[config.mk]
export PLATFORM = sky130hd
export DESIGN_NAME = csv_field_splitter_core
export DESIGN_NICKNAME = d
export VERILOG_FILES = /design/src/rtl/core/csvfs_pkg.sv /design/src/rtl/core/csvfs_ram.sv /design/src/rtl/core/csvfs_front.sv /design/src/rtl/core/csvfs_cmd_fifo.sv /design/src/rtl/core/csvfs_back.sv /design/src/rtl/core/csv_field_splitter_core.sv
export SDC_FILE = /design/constraint.sdc
export NUM_CORES = 1
export LEC_CHECK = 0
export BUFFER_PORTS_ARGS = -buffer_cell sky130_fd_sc_hd__buf_4
export CORE_AREA = 2 2 136 105
export CTS_BUF_LIST = sky130_fd_sc_hd__clkbuf_8
export DETAILED_ROUTE_END_ITERATION = 10
export DIE_AREA = 0 0 138 107
export HOLD_SLACK_MARGIN = 0.02
export PLACE_DENSITY = 0.86
export SLEW_MARGIN = 30
export SYNTH_ARGS = -nofsm -noshare
export SYNTH_HDL_FRONTEND = slang
export SYNTH_SLANG_ARGS = --single-unit
export TNS_END_PERCENT = 50
[constraint.sdc]
create_clock -name i_clk -period 5.9 [get_ports i_clk]
set_input_delay 1.18 -clock i_clk [delete_from_list [all_inputs] [get_ports i_clk]]
set_output_delay 1.18 -clock i_clk [all_outputs]
set_load 0.02 [all_outputs]
[src/rtl/core/csvfs_pkg.sv]
`default_nettype none

package csvfs_pkg;

    localparam logic [7:0] QUOTE_CHAR = 8'h22;
    localparam logic [7:0] COMMA_CHAR = 8'h2C;

    localparam logic KIND_BYTE = 1'b0;
    localparam logic KIND_EOL  = 1'b1;

    localparam logic OUT_CONTENT = 1'b0;
    localparam logic OUT_END     = 1'b1;

    typedef struct packed {
        logic       kind;
        logic [7:0] in_byte;
    } t_req;

    typedef struct packed {
        logic       out_kind;
        logic [7:0] out_byte;
        logic       last_field;
        logic       space_overflow;
        logic       run_end;
    } t_res;

    // One command per request that produces output: either a content byte
    // preceded by the held whitespace, or an end-of-field mark.
    typedef struct packed {
        logic       is_end;
        logic [7:0] data;
        logic       last;
        logic       ovf;
    } t_cmd;

    typedef enum logic [1:0] {
        ST_IDLE,
        ST_FLUSH,
        ST_FINAL
    } t_back_state;

endpackage

`default_nettype wire

[src/rtl/core/csvfs_ram.sv]
`default_nettype none

module csvfs_ram #(
    parameter int WIDTH = 8,
    parameter int DEPTH = 16,
    localparam int AW   = (DEPTH > 1) ? $clog2(DEPTH) : 1
) (
    input  wire logic             i_clk,
    input  wire logic             i_we,
    input  wire logic [AW-1:0]    i_waddr,
    input  wire logic [WIDTH-1:0] i_wdata,
    input  wire logic             i_re,
    input  wire logic [AW-1:0]    i_raddr,
    output logic      [WIDTH-1:0] o_rdata
);

    logic [WIDTH-1:0] r_mem [DEPTH];

    always_ff @(posedge i_clk) begin
        if (i_we) begin
            r_mem[i_waddr] <= i_wdata;
        end
        if (i_re) begin
            o_rdata <= r_mem[i_raddr];
        end
    end

endmodule

`default_nettype wire

[src/rtl/core/csvfs_front.sv]
`default_nettype none

module csvfs_front #(
    parameter int MAX_HELD_SPACES = 16,
    localparam int CW = $clog2(MAX_HELD_SPACES + 1),
    localparam int AW = (MAX_HELD_SPACES > 1) ? $clog2(MAX_HELD_SPACES) : 1
) (
    input  wire logic              i_clk,
    input  wire logic              i_rst_n,
    input  wire logic              i_in_valid,
    input  wire csvfs_pkg::t_req   i_in_req,
    output logic                   o_in_stall,
    output logic                   o_push,
    output csvfs_pkg::t_cmd        o_cmd,
    output logic [CW-1:0]          o_cmd_count,
    input  wire logic              i_fifo_full,
    output logic                   o_ram_we,
    output logic [AW-1:0]          o_ram_waddr,
    output logic [7:0]             o_ram_wdata,
    input  wire logic              i_held_read
);

    import csvfs_pkg::*;

    localparam logic [CW-1:0] MAX_CNT = CW'(MAX_HELD_SPACES);

    logic          r_quoting, n_quoting;
    logic          r_qpend, n_qpend;
    logic          r_started, n_started;
    logic          r_ovf, n_ovf;
    logic [CW-1:0] r_count, n_count;
    logic [CW-1:0] r_inflight, n_inflight;

    logic          eol;
    logic [7:0]    b;
    logic          handled;
    logic          quoting_eff;
    logic          do_content;
    logic [7:0]    c_byte;
    logic          end_mark;
    logic          last;
    logic          emit;
    logic          we;
    logic          accept;

    function automatic logic is_ws(input logic [7:0] v);
        return (v >= 8'd9 && v <= 8'd13) || v == 8'd32;
    endfunction

    assign eol = (i_in_req.kind == KIND_EOL);
    assign b   = i_in_req.in_byte;

    always_comb begin
        handled     = 1'b0;
        quoting_eff = r_quoting;
        do_content  = 1'b0;
        c_byte      = b;
        end_mark    = 1'b0;
        last        = 1'b0;
        n_quoting   = r_quoting;
        n_qpend     = 1'b0;

        // A quote seen inside quoting is resolved by the byte after it.
        if (r_qpend) begin
            if (!eol && b == QUOTE_CHAR) begin
                do_content = 1'b1;
                c_byte     = QUOTE_CHAR;
                handled    = 1'b1;
            end else begin
                quoting_eff = 1'b0;
            end
        end

        if (!handled) begin
            n_quoting = quoting_eff;
            if (eol) begin
                end_mark  = 1'b1;
                last      = 1'b1;
                n_quoting = 1'b0;
            end else if (quoting_eff) begin
                if (b == QUOTE_CHAR) begin
                    n_qpend = 1'b1;
                end else begin
                    do_content = 1'b1;
                end
            end else if (b == QUOTE_CHAR) begin
                n_quoting = 1'b1;
            end else if (b == COMMA_CHAR) begin
                end_mark = 1'b1;
            end else begin
                do_content = 1'b1;
            end
        end
    end

    always_comb begin
        emit      = 1'b0;
        we        = 1'b0;
        n_started = r_started;
        n_ovf     = r_ovf;
        n_count   = r_count;

        if (end_mark) begin
            emit      = 1'b1;
            n_started = 1'b0;
            n_ovf     = 1'b0;
            n_count   = '0;
        end else if (do_content) begin
            if (is_ws(c_byte)) begin
                if (r_started) begin
                    if (r_count < MAX_CNT) begin
                        we      = 1'b1;
                        n_count = r_count + CW'(1);
                    end else begin
                        n_ovf = 1'b1;
                    end
                end
            end else begin
                emit      = 1'b1;
                n_started = 1'b1;
                n_count   = '0;
            end
        end
    end

    // The store is reused from entry zero, so a new whitespace byte waits
    // until the back end has read out every entry of an earlier release.
    assign o_in_stall = (emit && i_fifo_full) || (we && r_inflight != '0);
    assign accept     = i_in_valid && !o_in_stall;

    assign o_push        = accept && emit;
    assign o_cmd.is_end  = end_mark;
    assign o_cmd.data    = end_mark ? 8'd0 : c_byte;
    assign o_cmd.last    = last;
    assign o_cmd.ovf     = r_ovf;
    assign o_cmd_count   = end_mark ? '0 : r_count;

    assign o_ram_we    = accept && we;
    assign o_ram_waddr = r_count[AW-1:0];
    assign o_ram_wdata = c_byte;

    always_comb begin
        n_inflight = r_inflight;
        if (o_push) begin
            n_inflight = n_inflight + o_cmd_count;
        end
        if (i_held_read) begin
            n_inflight = n_inflight - CW'(1);
        end
    end

    always_ff @(posedge i_clk) begin
        if (!i_rst_n) begin
            r_quoting  <= 1'b0;
            r_qpend    <= 1'b0;
            r_started  <= 1'b0;
            r_ovf      <= 1'b0;
            r_count    <= '0;
            r_inflight <= '0;
        end else begin
            r_inflight <= n_inflight;
            if (accept) begin
                r_quoting <= n_quoting;
                r_qpend   <= n_qpend;
                r_started <= n_started;
                r_ovf     <= n_ovf;
                r_count   <= n_count;
            end
        end
    end

    a_write_only_when_drained: assert property (
        @(posedge i_clk) disable iff (!i_rst_n)
        o_ram_we |-> r_inflight == '0
    ) else $error("whitespace store written while a release is still reading it");

    a_count_bounded: assert property (
        @(posedge i_clk) disable iff (!i_rst_n)
        r_count <= MAX_CNT
    ) else $error("held whitespace count beyond store depth");

    a_read_needs_inflight: assert property (
        @(posedge i_clk) disable iff (!i_rst_n)
        i_held_read |-> r_inflight != '0
    ) else $error("held byte delivered with no release outstanding");

endmodule

`default_nettype wire

[src/rtl/core/csvfs_cmd_fifo.sv]
`default_nettype none

module csvfs_cmd_fifo #(
    parameter int WIDTH = 16
) (
    input  wire logic             i_clk,
    input  wire logic             i_rst_n,
    input  wire logic             i_push,
    input  wire logic [WIDTH-1:0] i_data,
    input  wire logic             i_pop,
    output logic      [WIDTH-1:0] o_data,
    output logic                  o_full,
    output logic                  o_empty
);

    logic [WIDTH-1:0] r_mem [2];
    logic             r_wp;
    logic             r_rp;
    logic [1:0]       r_cnt;

    assign o_full  = (r_cnt == 2'd2);
    assign o_empty = (r_cnt == 2'd0);
    assign o_data  = r_mem[r_rp];

    always_ff @(posedge i_clk) begin
        if (i_push) begin
            r_mem[r_wp] <= i_data;
        end
    end

    always_ff @(posedge i_clk) begin
        if (!i_rst_n) begin
            r_wp  <= 1'b0;
            r_rp  <= 1'b0;
            r_cnt <= 2'd0;
        end else begin
            if (i_push) begin
                r_wp <= ~r_wp;
            end
            if (i_pop) begin
                r_rp <= ~r_rp;
            end
            r_cnt <= r_cnt + 2'(i_push) - 2'(i_pop);
        end
    end

    a_no_overrun: assert property (
        @(posedge i_clk) disable iff (!i_rst_n)
        !(i_push && o_full) && !(i_pop && o_empty)
    ) else $error("command queue pushed while full or popped while empty");

endmodule

`default_nettype wire

[src/rtl/core/csvfs_back.sv]
`default_nettype none

module csvfs_back #(
    parameter int MAX_HELD_SPACES = 16,
    localparam int CW = $clog2(MAX_HELD_SPACES + 1),
    localparam int AW = (MAX_HELD_SPACES > 1) ? $clog2(MAX_HELD_SPACES) : 1
) (
    input  wire logic              i_clk,
    input  wire logic              i_rst_n,
    input  wire logic              i_cmd_valid,
    input  wire csvfs_pkg::t_cmd   i_cmd,
    input  wire logic [CW-1:0]     i_cmd_count,
    output logic                   o_pop,
    output logic                   o_ram_re,
    output logic [AW-1:0]          o_ram_raddr,
    input  wire logic [7:0]        i_ram_rdata,
    output logic                   o_held_read,
    output logic                   o_out_valid,
    input  wire logic              i_out_stall,
    output csvfs_pkg::t_res        o_out_res
);

    import csvfs_pkg::*;

    t_back_state   r_state, n_state;
    logic [CW-1:0] r_idx, n_idx;
    logic          r_out_valid;
    t_res          r_out;

    logic          can_load;
    logic          load;
    t_res          load_data;
    t_res          final_res;
    t_res          held_res;

    assign can_load = !r_out_valid || !i_out_stall;

    always_comb begin
        final_res.out_kind       = i_cmd.is_end ? OUT_END : OUT_CONTENT;
        final_res.out_byte       = i_cmd.data;
        final_res.last_field     = i_cmd.last;
        final_res.space_overflow = i_cmd.ovf;
        final_res.run_end        = 1'b1;

        held_res.out_kind       = OUT_CONTENT;
        held_res.out_byte       = i_ram_rdata;
        held_res.last_field     = 1'b0;
        held_res.space_overflow = i_cmd.ovf;
        held_res.run_end        = 1'b0;
    end

    always_comb begin
        n_state     = r_state;
        n_idx       = r_idx;
        o_pop       = 1'b0;
        o_ram_re    = 1'b0;
        o_ram_raddr = r_idx[AW-1:0];
        o_held_read = 1'b0;
        load        = 1'b0;
        load_data   = final_res;

        unique case (r_state)
            ST_IDLE: begin
                if (i_cmd_valid) begin
                    if (i_cmd_count != '0) begin
                        o_ram_re    = 1'b1;
                        o_ram_raddr = '0;
                        n_idx       = CW'(1);
                        n_state     = ST_FLUSH;
                    end else if (can_load) begin
                        load  = 1'b1;
                        o_pop = 1'b1;
                    end
                end
            end
            ST_FLUSH: begin
                // Read data stays in the RAM register until the next read.
                if (can_load) begin
                    load        = 1'b1;
                    load_data   = held_res;
                    o_held_read = 1'b1;
                    if (r_idx < i_cmd_count) begin
                        o_ram_re = 1'b1;
                        n_idx    = r_idx + CW'(1);
                    end else begin
                        n_state = ST_FINAL;
                    end
                end
            end
            ST_FINAL: begin
                if (can_load) begin
                    load    = 1'b1;
                    o_pop   = 1'b1;
                    n_state = ST_IDLE;
                end
            end
            default: begin
                n_state = ST_IDLE;
            end
        endcase
    end

    always_ff @(posedge i_clk) begin
        if (!i_rst_n) begin
            r_state     <= ST_IDLE;
            r_idx       <= '0;
            r_out_valid <= 1'b0;
        end else begin
            r_state <= n_state;
            r_idx   <= n_idx;
            if (load) begin
                r_out_valid <= 1'b1;
            end else if (!i_out_stall) begin
                r_out_valid <= 1'b0;
            end
        end
    end

    always_ff @(posedge i_clk) begin
        if (load) begin
            r_out <= load_data;
        end
    end

    assign o_out_valid = r_out_valid;
    assign o_out_res   = r_out;

    a_flush_index_range: assert property (
        @(posedge i_clk) disable iff (!i_rst_n)
        r_state == ST_FLUSH |-> (r_idx != '0 && r_idx <= i_cmd_count && i_cmd_valid)
    ) else $error("release index outside the command's held count");

endmodule

`default_nettype wire

[src/rtl/core/csv_field_splitter_core.sv]
// Channel  | Direction | Payload                   | Request taken when
// ---------+-----------+---------------------------+-------------------------------
// input    | in        | i_in_req   (t_req)        | i_in_valid high, o_in_stall low
// result   | out       | o_out_res  (t_res)        | o_out_valid high, i_out_stall low
//
// The front end takes one request per cycle while the two-entry command queue has room.
// A result with no held whitespace is loaded from the queue head into the output register; a release
// of N held bytes issues one store read per byte, sends each held byte, then the final result.
// A whitespace request that must be stored waits while an earlier release still reads the store.
// Reset is synchronous and clears all control state; the whitespace store needs no clearing.
// Results sit in one output register; while the output stalls the queue fills, then the input.
`default_nettype none

module csv_field_splitter_core #(
    parameter int MAX_HELD_SPACES = 16
) (
    input  wire logic            i_clk,
    input  wire logic            i_rst_n,
    input  wire logic            i_in_valid,
    input  wire csvfs_pkg::t_req i_in_req,
    output logic                 o_in_stall,
    output logic                 o_out_valid,
    input  wire logic            i_out_stall,
    output csvfs_pkg::t_res      o_out_res
);

    import csvfs_pkg::*;

    localparam int CW    = $clog2(MAX_HELD_SPACES + 1);
    localparam int AW    = (MAX_HELD_SPACES > 1) ? $clog2(MAX_HELD_SPACES) : 1;
    localparam int CMD_W = $bits(t_cmd);
    localparam int QW    = CMD_W + CW;

    logic          push;
    t_cmd          front_cmd;
    logic [CW-1:0] front_count;
    logic          fifo_full;
    logic          fifo_empty;
    logic          pop;
    logic [QW-1:0] fifo_dout;
    t_cmd          head_cmd;
    logic [CW-1:0] head_count;

    logic          ram_we;
    logic [AW-1:0] ram_waddr;
    logic [7:0]    ram_wdata;
    logic          ram_re;
    logic [AW-1:0] ram_raddr;
    logic [7:0]    ram_rdata;
    logic          held_read;

    csvfs_front #(
        .MAX_HELD_SPACES (MAX_HELD_SPACES)
    ) u_front (
        .i_clk       (i_clk),
        .i_rst_n     (i_rst_n),
        .i_in_valid  (i_in_valid),
        .i_in_req    (i_in_req),
        .o_in_stall  (o_in_stall),
        .o_push      (push),
        .o_cmd       (front_cmd),
        .o_cmd_count (front_count),
        .i_fifo_full (fifo_full),
        .o_ram_we    (ram_we),
        .o_ram_waddr (ram_waddr),
        .o_ram_wdata (ram_wdata),
        .i_held_read (held_read)
    );

    csvfs_cmd_fifo #(
        .WIDTH (QW)
    ) u_queue (
        .i_clk   (i_clk),
        .i_rst_n (i_rst_n),
        .i_push  (push),
        .i_data  ({front_count, front_cmd}),
        .i_pop   (pop),
        .o_data  (fifo_dout),
        .o_full  (fifo_full),
        .o_empty (fifo_empty)
    );

    assign head_cmd   = t_cmd'(fifo_dout[CMD_W-1:0]);
    assign head_count = fifo_dout[QW-1:CMD_W];

    csvfs_ram #(
        .WIDTH (8),
        .DEPTH (MAX_HELD_SPACES)
    ) u_held_store (
        .i_clk   (i_clk),
        .i_we    (ram_we),
        .i_waddr (ram_waddr),
        .i_wdata (ram_wdata),
        .i_re    (ram_re),
        .i_raddr (ram_raddr),
        .o_rdata (ram_rdata)
    );

    csvfs_back #(
        .MAX_HELD_SPACES (MAX_HELD_SPACES)
    ) u_back (
        .i_clk       (i_clk),
        .i_rst_n     (i_rst_n),
        .i_cmd_valid (!fifo_empty),
        .i_cmd       (head_cmd),
        .i_cmd_count (head_count),
        .o_pop       (pop),
        .o_ram_re    (ram_re),
        .o_ram_raddr (ram_raddr),
        .i_ram_rdata (ram_rdata),
        .o_held_read (held_read),
        .o_out_valid (o_out_valid),
        .i_out_stall (i_out_stall),
        .o_out_res   (o_out_res)
    );

endmodule

`default_nettype wire

Word-level counts from Yosys, hierarchy flattened

Memory sizes are Yosys's and may differ from the RTL's. A register that Yosys moved wholly into a read port is not among the register bits.
Index checks and enable logic that the tools add are counted.

Div/mod/pow operators: 0
Add/sub/neg operators: 6
Multiplexer cells: 86
Shifts and indexed selects: 0
Equality and inequality tests: 17
$lt $le $gt $ge: 4
Reduce and logical (&&, ||, !) cells: 29
$mul: 0
Bitwise gates (word level): 3

Operator list:

| cell                | number |
|---|---|
| $mux 5              | 12 |
| $mux 1              | 56 |
| $eq 8x6->1 const B  | 3 |
| $mux 12             | 2 |
| $mux 8              | 3 |
| $reduce_and 5->1    | 3 |
| $ne 2x1->1 const B  | 7 |
| $mux 4              | 3 |
| $add 5x1->5 const B | 2 |
| $mux 2              | 5 |
| $pmux 5 s2          | 1 |
| $reduce_bool 5->1   | 2 |
| $ge 8x4->1 const B  | 1 |
| $le 8x4->1 const B  | 1 |
| $reduce_bool 2->1   | 4 |
| $logic_and 1x1->1   | 7 |
| $pmux 1 s2          | 3 |
| $pmux 2 s3          | 1 |
| $add 5x5->5         | 1 |
| $lt 5x5->1          | 1 |
| $lt 5x5->1 const B  | 1 |
| $sub 5x1->5 const B | 1 |
| $eq 2x2->1 const B  | 2 |
| $logic_not 1->1     | 4 |
| 13 further kinds    | 19 |

Latch bits: 0
Register bits: 38
Memories kept: 2
Bits in read-only memories: 0
RAM bits: 160

Memories:

| memory             | words | width | read ports | clocked after Yosys merged registers in | write ports | RTL line             | RTL |
|---|---|---|---|---|---|---|---|
| u_held_store.r_mem | 16    | 8     | 1          | 1                                       | 1           | csvfs_ram.sv:17      | `logic [WIDTH-1:0] r_mem [DEPTH];` |
| u_queue.r_mem      | 2     | 16    | 1          | 1                                       | 1           | csvfs_cmd_fifo.sv:16 | `logic [WIDTH-1:0] r_mem [2];` |

Longest topological paths before layout

Word-level depth: 18
Mapped depth: 14

Cells and area by module

Synthesis repeated with hierarchy kept, for this count alone.

Cells, all modules: 575
Area, all modules: 9140.0 µm²

By module, submodules not included:

| module                  | instances | area each (µm²) | cells an instance |
|---|---|---|---|
| csvfs_ram               | 1         | 5227.5          | 229 |
| csvfs_cmd_fifo          | 1         | 1435.1          | 71 |
| csvfs_front             | 1         | 1311.3          | 163 |
| csvfs_back              | 1         | 1162.4          | 111 |
| csv_field_splitter_core | 1         | 3.8             | 1 |

Least setup slack after synthesis

No wires, ideal clock.

Path kind: input to register
Start point: input i_in_req[0] in the netlist's numbering
End point: register u_front.r_inflight[4]
Data arrival time: 3625 ps
Path buffers: 0
Stages on the path: 14
Path slack: 2147 ps
Library setup time: 128 ps
Cell sequence: nand2b_1 > and2b_4 > a21oi_2 > inv_2 > nor2_1 > ha_1 > fa_1 > mux2i_1 > ha_1 > nand2_1 > or2_2 > and2_1 > o22ai_1 > o211ai_1

RTL lines:

| element              | RTL line                      | RTL |
|---|---|---|
| start, declared      | csv_field_splitter_core.sv:20 | `input wire csvfs_pkg::t_req i_in_req,` |
| end signal, assigned | csvfs_front.sv:161            | `r_inflight <= n_inflight;` |
| end, declared        | csvfs_front.sv:32             | `logic [CW-1:0] r_inflight, n_inflight;` |

Final worst setup path

Start point: input i_in_req[6] in the netlist's numbering
End point: output o_in_stall

Longest elaborated chain between the ends: 12
Elaborated cells between the ends (all ways): 34
Classes of those cells: 2 x order compare; 3 x eq/ne; 23 x mux; 6 x reduce/logical

RTL lines:

| element                                         | RTL line                                                | RTL |
|---|---|---|
| $eq 8x6->1                                      | csvfs_front.sv:65, csvfs_front.sv:81, csvfs_front.sv:86 |  |
| $logic_and 1x1->1                               | csvfs_front.sv:65                                       | `if (!eol && b == QUOTE_CHAR) begin` |
| $mux 8                                          | csvfs_front.sv:65                                       |  |
| $mux 8                                          | csvfs_front.sv:64                                       | `if (r_qpend) begin` |
| $ge 8x4->1 / $le 8x4->1 (equally long branches) | csvfs_front.sv:47                                       | `return (v >= 8'd9 && v <= 8'd13) \|\| v == 8'd32;` |
| $logic_and 1x1->1                               | csvfs_front.sv:47                                       |  |
| $logic_or 1x1->1                                | csvfs_front.sv:47                                       |  |
| $mux 1                                          | csvfs_front.sv:109                                      | `if (is_ws(c_byte)) begin` |
| $mux 1                                          | csvfs_front.sv:108                                      | `end else if (do_content) begin` |
| $mux 1                                          | csvfs_front.sv:103                                      | `if (end_mark) begin` |
| $logic_and 1x1->1                               | csvfs_front.sv:128                                      | `assign o_in_stall = (emit && i_fifo_full) \|\| (we && r_inflight != '0);` |
| $logic_or 1x1->1 *                              | csvfs_front.sv:128                                      |  |
| end, declared                                   | csv_field_splitter_core.sv:21                           | `output logic o_in_stall,` |

Every way passes the cells marked *; elsewhere a longest branch is shown, timed or not.

==> metrics.txt <==
Comb power frac 20.7%; Startpoint Class input pin; met3 Use GR 5.226%; share of the synthesized area in the top cell type 59.52%; synthesized cell area 9081 um^2; power per cell area 361.2 nW/um^2; number of synthesized register bits 207; biggest area consumer among synthesized cells edfxtp_1; Worst Min Path Start u_front.r_ovf$_SDFFE_PN0P_; fillers 799; hold_buf cts 0; DR vias 5,776; clk_skew 0.03794 ns; Reg2Reg Capture Point u_front.r_inflight[4]$_SDFF_PN0_; Synth Instances 674; post-CTS repair timing setup buffer count 0; Area Growth Syn to Fin 9.493%; initial cell density of the core 67.64%; FMAX 245.9 MHz; Post-Syn Nets 708; setup TNS 0 ns; peak supply drop 0.0003692 V; Reg-to-Reg Start u_front.r_quoting$_SDFFE_PN0P_; CTS root buf clkbuf_8; register area share after synthesis 65.47%; Main synth FF type edfxtp_1; # DRC 0; CP Capture Type output pin; area of the core 13,430 um^2; Final min period 4.067 ns; commonest non-fill, non-tap cell in the layout edfxtp_1; clock transition at the registers of the reported paths 0.06 ns; Tot Pwr 3.591 mW; DRT iter0 DRCs 707; Max H-tree Level 1; gpl congestion 0.8703; total CTS buffers 30; Reg area 5947 um^2; ranking of synthesized cells by area edfxtp_1 60%, dfxtp_1 6.0%, mux2i_1 4.2%; Worst R2R Path Depth 14; met2 usage 43.78%; ant diodes 0; crit share post-route 68.94%; I/O pin cnt 27; post-detail-place hpwl 12,470 um; wirelength, routed 20,120 um; commonest cells after routing, fill and taps aside 180 x edfxtp_1, 71 x nand2_1, 43 x nor2_1; Avg Synthesized Cell Area 13.47 um^2; worst hold endpoint u_queue.r_mem[1][0]$_DFFE_PP_; asr flop ratio synth 0%; layout cell share with drive strength beyond 1 16.00%; Sink Count 207; count of flip-flops with a built-in enable after synthesis 180; CTS tree yes; CTS resizes 0; first-pass GRT wire length 30,570 um; dpl cells 846; WP data required 4.72 ns; area post-placement 9399 um^2; Layout Cells excl Fill 900; Reg power frac 51.3%; Critical Setup Path Class input pin to output pin; Via density 6.418; Netlist cell types 59; Lkg Pwr 3.478 nW; First-pass DRT Iterations 6; WL/cell 22.36 um; Buffers on Ports 26; RSZ-0062 raised after global routing false; die footprint 14,770 um^2; Die Span Y 107 um; Ys Warns 0; Hold Crit Class register to register; largest net degree at the start of global routing 49; final setup vio count 0; layer with the highest usage met2; initial antenna violation count 0; status finished, final reports clean; clk_lat worst skew 0.57 ns; part of the power in the clock network 28.0%; final hold vios 0; R2R Setup Slk 2.43 ns; Worst Max-Slew Pin Slew 1.099 ns; antenna-violating nets left 0; CP Data Arrival Time 2.89 ns; WHS 0.4563 ns; Nets 737; die span in x 138 um; Sw Pwr 1.064 mW; met1 Usage GRT 37.80%; P_int 2.528 mW; top fanout value on the critical path 18; Final Max Slew Viols 0; row count 37; clock tree buffer depth 3; vias in the first global route 5,617; Relative slew margins 26.25%; overall routing resource usage 27.14%; area of the multi-input gates 2928 um^2; Max Cap Violations 0; cell area after layout 9943 um^2; hold path cells 0; switching share of power 29.62%; grt ovf 0
per-stage QoR:
stage | util, % | worst slack, ns
detailed placement | 70.01 | 1.513
finish | 74.06 | 1.833
CTS | 73.93 | 1.845
global placement | 69.99 | 1.661
floorplan | - | 2.147
global route | 74.06 | 1.735
metal layers:
metal  routed length, um  part of all wire [%]
met1                8127                    40
met2                9614                    48
met3                1853                   9.2
met4                 527                   2.6
met5                   0                     0
how the worst max path moves through the flow:
stage | end | slack (ns) | startpoint
2_1_floorplan | u_front.r_inflight[4]$_SDFF_PN0_ | 2.15 | i_in_req[0]
3_3_place_gp | u_front.r_inflight[4]$_SDFF_PN0_ | 1.66 | i_in_req[6]
3_5_place_dp | u_front.r_inflight[4]$_SDFF_PN0_ | 1.51 | i_in_req[0]
4_1_cts | o_in_stall | 1.84 | i_in_req[6]
5_1_grt | o_in_stall | 1.73 | i_in_req[6]
6_report | o_in_stall | 1.83 | i_in_req[6]
cell usage after synthesis (5+ instances only):
cell        n
and3_1      5
nand2b_1    6
inv_1      13
nor2b_1    10
o221a_2     8
edfxtp_1  180
nand3_1    13
buf_2      10
dfxtp_1    27
xnor2_1     6
nand2_1    71
and2_1     13
and2_0     13
a211oi_1   19
o21ai_0    16
nor2_1     50
nor3_1     21
a21o_1      6
a221o_1     8
a21oi_1    12
a31oi_1    18
mux4_2      8
ha_1       20
mux2i_1    38
nor4_1      5
clkbuf_1   25
critical path, cell delays in order:
cell	delay, ns
buf_4	0.18
nor3_1	0.42
o2111a_1	0.27
a31o_2	0.18
mux2i_1	0.30
nand2_1	0.08
o21ai_0	0.10
buf_4	0.18
state kept, by name (all words and copies together) (netlist names), 2 cells and up, named ones only:
signal / cells
u_front.r_inflight: 5
u_queue.r_cnt: 2
u_held_store.r_mem: 128
u_back.r_state: 2
u_front.r_count: 5
u_queue.r_mem: 32
u_held_store.o_rdata: 8
u_back.o_out_res: 12
u_back.r_idx: 5
cells by family (layout without fill, tap and decap cells):
kind of cell | after synthesis | count (layout) | synth area share (%)
muxes | 48 | 48 | 6.420
DFF | 207 | 207 | 65.47
adders and majority gates | 21 | 21 | 2.976
and+or+nand+nor | 219 | 219 | 11.86
buffers and inverters | 53 | 104 | 2.549
xor gates and xnor gates | 10 | 10 | 1.116
AOI/OAI and AO/OA | 116 | 116 | 9.603
power groups by stage:
stage / Clock (mW) / Combinational [mW] / Sequential [mW]
floorplan: 0 / 0.486 / 1.88
global placement: 0 / 0.698 / 1.86
detailed placement: 0 / 0.728 / 1.87
CTS: 1.01 / 0.735 / 1.84
global route: 1.08 / 0.808 / 1.85
finish: 1.00 / 0.745 / 1.84
layout make-up:
class                      count  share of cell area, %
tap                          175                  2.202
clock inverter                23                  1.007
sequential                   207                  59.81
inverter                      14                 0.5285
timing repair buffer          36                  2.718
clock buffer                  31                  4.291
multi-input combinational    414                  29.45
(Power assumes the default switching activity.)
